File: src/sv/des_pkg.sv
// DES constants, types and helper functions shared by the cipher pipeline.
package des_pkg;

  localparam int unsigned Rounds = 16;

  typedef logic [47:0] subkey_t;

  typedef struct packed {
    logic        valid;
    logic        decrypt;
    logic [31:0] l;
    logic [31:0] r;
  } rnd_t;

  localparam logic [7:0] IpTab [64] = '{
    58,50,42,34,26,18,10,2, 60,52,44,36,28,20,12,4,
    62,54,46,38,30,22,14,6, 64,56,48,40,32,24,16,8,
    57,49,41,33,25,17,9,1,  59,51,43,35,27,19,11,3,
    61,53,45,37,29,21,13,5, 63,55,47,39,31,23,15,7};

  localparam logic [7:0] FpTab [64] = '{
    40,8,48,16,56,24,64,32, 39,7,47,15,55,23,63,31,
    38,6,46,14,54,22,62,30, 37,5,45,13,53,21,61,29,
    36,4,44,12,52,20,60,28, 35,3,43,11,51,19,59,27,
    34,2,42,10,50,18,58,26, 33,1,41,9,49,17,57,25};

  localparam logic [7:0] ETab [48] = '{
    32,1,2,3,4,5, 4,5,6,7,8,9, 8,9,10,11,12,13, 12,13,14,15,16,17,
    16,17,18,19,20,21, 20,21,22,23,24,25, 24,25,26,27,28,29, 28,29,30,31,32,1};

  localparam logic [7:0] PTab [32] = '{
    16,7,20,21,29,12,28,17, 1,15,23,26,5,18,31,10,
    2,8,24,14,32,27,3,9,    19,13,30,6,22,11,4,25};

  localparam logic [7:0] Pc1Tab [56] = '{
    57,49,41,33,25,17,9, 1,58,50,42,34,26,18,
    10,2,59,51,43,35,27, 19,11,3,60,52,44,36,
    63,55,47,39,31,23,15, 7,62,54,46,38,30,22,
    14,6,61,53,45,37,29, 21,13,5,28,20,12,4};

  localparam logic [7:0] Pc2Tab [48] = '{
    14,17,11,24,1,5, 3,28,15,6,21,10, 23,19,12,4,26,8, 16,7,27,20,13,2,
    41,52,31,37,47,55, 30,40,51,45,33,48, 44,49,39,56,34,53, 46,42,50,36,29,32};

  localparam logic [1:0] RotTab [16] = '{1,1,2,2,2,2,2,2,1,2,2,2,2,2,2,1};

  localparam logic [3:0] SBox [8][64] = '{
   '{14,4,13,1,2,15,11,8,3,10,6,12,5,9,0,7, 0,15,7,4,14,2,13,1,10,6,12,11,9,5,3,8,
     4,1,14,8,13,6,2,11,15,12,9,7,3,10,5,0, 15,12,8,2,4,9,1,7,5,11,3,14,10,0,6,13},
   '{15,1,8,14,6,11,3,4,9,7,2,13,12,0,5,10, 3,13,4,7,15,2,8,14,12,0,1,10,6,9,11,5,
     0,14,7,11,10,4,13,1,5,8,12,6,9,3,2,15, 13,8,10,1,3,15,4,2,11,6,7,12,0,5,14,9},
   '{10,0,9,14,6,3,15,5,1,13,12,7,11,4,2,8, 13,7,0,9,3,4,6,10,2,8,5,14,12,11,15,1,
     13,6,4,9,8,15,3,0,11,1,2,12,5,10,14,7, 1,10,13,0,6,9,8,7,4,15,14,3,11,5,2,12},
   '{7,13,14,3,0,6,9,10,1,2,8,5,11,12,4,15, 13,8,11,5,6,15,0,3,4,7,2,12,1,10,14,9,
     10,6,9,0,12,11,7,13,15,1,3,14,5,2,8,4, 3,15,0,6,10,1,13,8,9,4,5,11,12,7,2,14},
   '{2,12,4,1,7,10,11,6,8,5,3,15,13,0,14,9, 14,11,2,12,4,7,13,1,5,0,15,10,3,9,8,6,
     4,2,1,11,10,13,7,8,15,9,12,5,6,3,0,14, 11,8,12,7,1,14,2,13,6,15,0,9,10,4,5,3},
   '{12,1,10,15,9,2,6,8,0,13,3,4,14,7,5,11, 10,15,4,2,7,12,9,5,6,1,13,14,0,11,3,8,
     9,14,15,5,2,8,12,3,7,0,4,10,1,13,11,6, 4,3,2,12,9,5,15,10,11,14,1,7,6,0,8,13},
   '{4,11,2,14,15,0,8,13,3,12,9,7,5,10,6,1, 13,0,11,7,4,9,1,10,14,3,5,12,2,15,8,6,
     1,4,11,13,12,3,7,14,10,15,6,8,0,5,9,2, 6,11,13,8,1,4,10,7,9,5,0,15,14,2,3,12},
   '{13,2,8,4,6,15,11,1,10,9,3,14,5,0,12,7, 1,15,13,8,10,3,7,4,12,5,6,11,0,14,9,2,
     7,11,4,1,9,12,14,2,0,6,10,13,15,3,5,8, 2,1,14,7,4,10,8,13,15,12,9,0,3,5,6,11}};

  // Table entries count from 1 at the MSB.
  function automatic logic [63:0] ip_perm(input logic [63:0] x);
    logic [63:0] r;
    for (int i = 0; i < 64; i++) r[63-i] = x[64-int'(IpTab[i])];
    return r;
  endfunction

  function automatic logic [63:0] fp_perm(input logic [63:0] x);
    logic [63:0] r;
    for (int i = 0; i < 64; i++) r[63-i] = x[64-int'(FpTab[i])];
    return r;
  endfunction

  function automatic logic [55:0] pc1_perm(input logic [63:0] x);
    logic [55:0] r;
    for (int i = 0; i < 56; i++) r[55-i] = x[64-int'(Pc1Tab[i])];
    return r;
  endfunction

  function automatic subkey_t pc2_perm(input logic [55:0] x);
    subkey_t r;
    for (int i = 0; i < 48; i++) r[47-i] = x[56-int'(Pc2Tab[i])];
    return r;
  endfunction

  function automatic logic [27:0] rotl28(input logic [27:0] v, input logic [1:0] s);
    logic [27:0] r;
    r = (s == 2'd2) ? {v[25:0], v[27:26]} : {v[26:0], v[27]};
    return r;
  endfunction

  function automatic logic [31:0] feistel(input logic [31:0] r, input subkey_t k);
    logic [47:0] x;
    logic [31:0] s;
    logic [31:0] p;
    logic [5:0]  b;
    for (int i = 0; i < 48; i++) x[47-i] = r[32-int'(ETab[i])];
    x = x ^ k;
    for (int i = 0; i < 8; i++) begin
      b = x[47-6*i -: 6];
      s[31-4*i -: 4] = SBox[i][{b[5], b[0], b[4:1]}];
    end
    for (int i = 0; i < 32; i++) p[31-i] = s[32-int'(PTab[i])];
    return p;
  endfunction

endpackage

File: src/sv/des_round.sv
// One registered Feistel round stage with stall control.
module des_round (
  input  logic             clk_i,
  input  logic             rst_ni,
  input  logic             en_i,
  input  des_pkg::subkey_t key_enc_i,
  input  des_pkg::subkey_t key_dec_i,
  input  des_pkg::rnd_t    in_i,
  output des_pkg::rnd_t    out_o
);

  des_pkg::rnd_t   st_d, st_q;
  des_pkg::subkey_t k;

  always_comb begin
    k          = in_i.decrypt ? key_dec_i : key_enc_i;
    st_d.valid   = in_i.valid;
    st_d.decrypt = in_i.decrypt;
    st_d.l       = in_i.r;
    st_d.r       = in_i.l ^ des_pkg::feistel(in_i.r, k);
  end

  always_ff @(posedge clk_i or negedge rst_ni) begin
    if (!rst_ni) begin
      st_q <= '0;
    end else if (en_i) begin
      st_q <= st_d;
    end
  end

  assign out_o = st_q;

endmodule
File: config.mk
export PLATFORM = sky130hd
export DESIGN_NAME = des_round
export DESIGN_NICKNAME = d
export VERILOG_FILES = /design/src/sv/des_pkg.sv /design/src/sv/des_round.sv
export SDC_FILE = /design/constraint.sdc
export NUM_CORES = 1
export LEC_CHECK = 0
export ABC_AREA = 1
export BUFFER_PORTS_ARGS = -buffer_cell sky130_fd_sc_hd__buf_4
export CORE_UTILIZATION = 50
export CTS_CLUSTER_SIZE = 24
export DETAILED_ROUTE_END_ITERATION = 6
export GPL_TIMING_DRIVEN = 0
export PLACE_DENSITY = 0.8
export SETUP_SLACK_MARGIN = 0.4
export SLEW_MARGIN = 0
export SYNTH_ARGS = -nofsm -noshare
export SYNTH_HDL_FRONTEND = slang
export SYNTH_SLANG_ARGS = --single-unit
File: constraint.sdc
create_clock -name clk_i -period 0.8 [get_ports clk_i]
set_input_delay 0 -clock clk_i [delete_from_list [all_inputs] [get_ports clk_i]]
set_output_delay 0 -clock clk_i [all_outputs]
set_load 0.02 [all_outputs]
==> impl_metrics.py <==
metrics = {
    "synthesis": {
        "synth_cells": 1703,
        "synth_mux_area_share_pct": 0,
        "synth-edff-count": 0,
        "synth_fp_nets": 1930,
        "yosys.area.top_type": "nand2_1",
        "synth_area_per_cell_um2": 5.56,
        "synth-compound-area-share_pct": 3.00,
        "synthAdderAreaFrac_pct": 8.19,
        "yosys.area_share.simple_pct": 57.8,
        "synth_cell_types": 27,
        "netlist_area_um2": 9480,
        "ys_ff_latch": 66,
        "synthArstFlopShare_pct": 100,
        "ys.flop_type": "dfrtp_1",
        "yosysWarnings": 0,
        "synth_top_family_by_area": "simple AND/OR/NAND/NOR gates",
        "synthTopCellsByArea": "nand2_1, nand3_1, dfrtp_1",
        "yosysSeqAreaShare_pct": 17.4,
        "yosysTopAreaCellShare_pct": 30.8,
        "synthXorXnorAreaFrac_pct": 2.51,
    },
    "timing": {
        "slew_violations": 0,
        "hold_ws_ns": -0.342,
        "grt_setup_unrepaired": "true",
        "finClkSkew_ns": 0,
        "setup_viol": 99,
        "timing.fmax_mhz": 598,
        "fin_crit_sh_pct": 209,
        "period_needed_ns": 1.67,
        "slew_headroom_pct": 24.6,
        "hold_violations": 106,
        "worst_slew_pin_slew_ns": 1.13,
        "setup_ws_ns": -0.873,
    },
    "min_path": {
        "hold_class": "in2async",
    },
    "placement": {
        "io_buffers": 228,
        "dp_hpwl_um": 27100,
        "place.gp.congestion": 0.959,
        "dp_cells": 2160,
    },
    "global_route": {
        "grt_pass1_wl_um": 59900,
        "grt_pass1_vias": 12079,
        "grt-ovfl-total": 0,
        "grt_max_degree": 67,
        "antenna_found_initial": 0,
        "grt_usage_pct": 38.5,
    },
    "critical_path": {
        "end_kind": "flop",
        "r2r-start": "out_o[48]",
        "worstPathCellList": "buf_16 > clkinv_16 > buf_12 > buf_4 > nand2_1 > nand3_1 > nand2_2 > buf_6 > nand2_1 > nand2_1 > nand2_1 > nand3_1 > nand3_1 > nand2_1 > nand2_1 > nand3_2 > nand2_1",
        "reg2reg_depth": 3,
        "cp.required_ns": 1.03,
        "crit_top_cell": "nand2_1",
        "worstReg2RegEnd": "out_o[48]",
        "critPathSlowestCell": "nand2_2",
        "cp.arrival_ns": 1.90,
        "crit_type": "in2reg",
        "worst_path_largest_cell_delay_ns": 0.16,
        "rrSetupSlack_ns": 0,
        "cp_max_fo": 10,
        "start_kind": "primary input",
    },
    "outcome": {
        "outcome": "finished, violations left",
        "violations": "design-rule violations, negative hold slack, negative setup slack",
    },
    "clocking": {
        "cts_buffers": 9,
        "cts-root-buf": "clkbuf_16",
        "clkTransAtPathRegs_ns": 0.06,
        "cts_tree": "done",
        "cts_sinks": 66,
        "insertion_delay_ns": 0.36,
        "clock_path_buffers": 2,
        "htree_levels": 3,
    },
    "drt": {
        "drt-total-wl_um": 45500,
        "wl_per_cell_um": 19.8,
        "drt_iter0_markers": 1648,
        "final_antenna_net_count": 0,
        "vias": 14036,
        "vias_per_cell": 6.11,
        "drc": 88,
        "first_pass_iters": 7,
    },
    "floorplan": {
        "dieArea_um2": 19500,
        "num_io_pins": 231,
        "row_count": 49,
        "die_w_um": 140,
        "core_area_um2": 18300,
        "initial_core_util_pct": 51.9,
        "die_y_um": 140,
    },
    "power": {
        "irDropWorstVdd_uv": 1190,
        "powerDensity_nw_per_um2": 1440,
        "p_leak_nw": 8.23,
    },
    "layout": {
        "fin_util_pct": 84.8,
        "final_cell_mix": "nand2_1, nand3_1, buf_4",
        "fillers": 1089,
        "final_cells": 2298,
        "n_antenna_cell": 0,
        "syn_to_final_growth_pct": 63.6,
        "largest_register_ffs": 66,
        "nets": 2291,
        "final_common_cell": "nand2_1",
        "drive_gt1_share_pct": 42.3,
    },
    "flow_run": {
        "cap_violations": 0,
    },
}
==> synth_stat cells (3+ instances only) <==
master	number
xor2_4	3
ha_1	62
inv_1	170
o21ai_0	41
a21oi_1	4
nand3_1	454
inv_2	6
nand3_2	5
clkbuf_1	12
nand2_2	29
buf_6	11
xor2_2	9
o21ai_1	7
nor2_1	6
buf_2	8
nand2_1	777
buf_4	21
dfrtp_1	66
==> worst max-delay path by stage <==
stage                     slack, ns        end     start  cells after the start
final                         -0.87   out_o[2]  in_i[64]                     17
after global routing          -0.90   out_o[2]  in_i[64]                     17
after CTS                     -0.65  out_o[12]  in_i[64]                     18
after detailed placement      -1.19   out_o[5]  in_i[64]                     16
after global placement        -1.17  out_o[25]  in_i[64]                     17
after floorplan               -0.83   out_o[8]  in_i[64]                     17
==> what timing repair did <==
action                     CTS  global route
hold endpoints to repair   113            96
pin swaps                   45           104
setup endpoints to repair  198           132
setup buffers               52            58
gates resized for setup    273           304
cloned                       4             8
==> cell families after synthesis <==
family | after synthesis
fa+ha+maj | 62
buf+inv | 231
compound gates | 55
simple gates | 1276
xor+xnor | 13
flops | 66
==> per-layer routing <==
layer  track usage [%]  part of all wire, %
met5                 0                    0
met4              19.7                  7.2
met3              7.64                   12
met2              63.7                   45
met1              47.5                   36
==> through the flow <==
step                      hold slack [ns]  TNS [ns]  area, um^2  power, mW  setup slack, ns
after floorplan                    -0.296    -24.95        9930       10.9           -0.828
after global placement              0.180    -51.13       11900       14.0            -1.17
after detailed placement            0.178    -53.54       11900       14.1            -1.19
after CTS                          -0.323    -25.03       13700       19.8           -0.653
after global routing               -0.294    -31.20       15500       23.3           -0.899
final                              -0.342    -27.62       15500       22.3           -0.873
==> worst max-delay path: cells and delay by family <==
family	cells	cell delay [ns]
and+or+nand+nor	12	1.23
buffers and inverters	5	0.67
==> layout make-up <==
type                            count  area [um^2]  area share (%)
Multi-Input combinational cell   1407         8770            56.6
Timing Repair Buffer              347         3040            19.6
Sequential cell                    66         1730            11.2
Inverter                          177          729            4.71
Buffer                             54          629            4.06
Tap cell                          229          287            1.85
Clock buffer                       14          264            1.70
Clock inverter                      2         35.0           0.226
Timing Repair inverter              2         15.0          0.0969
==> power breakdown <==
part / internal [mW] / switching (mW) / total [mW] / leakage [nW]
Sequential: 3.91 / 0.412 / 4.32 / 0.729
Combinational: 5.63 / 8.13 / 13.8 / 7.35
Clock: 2.58 / 1.65 / 4.23 / 0.147
(Power assumes the default switching activity.)
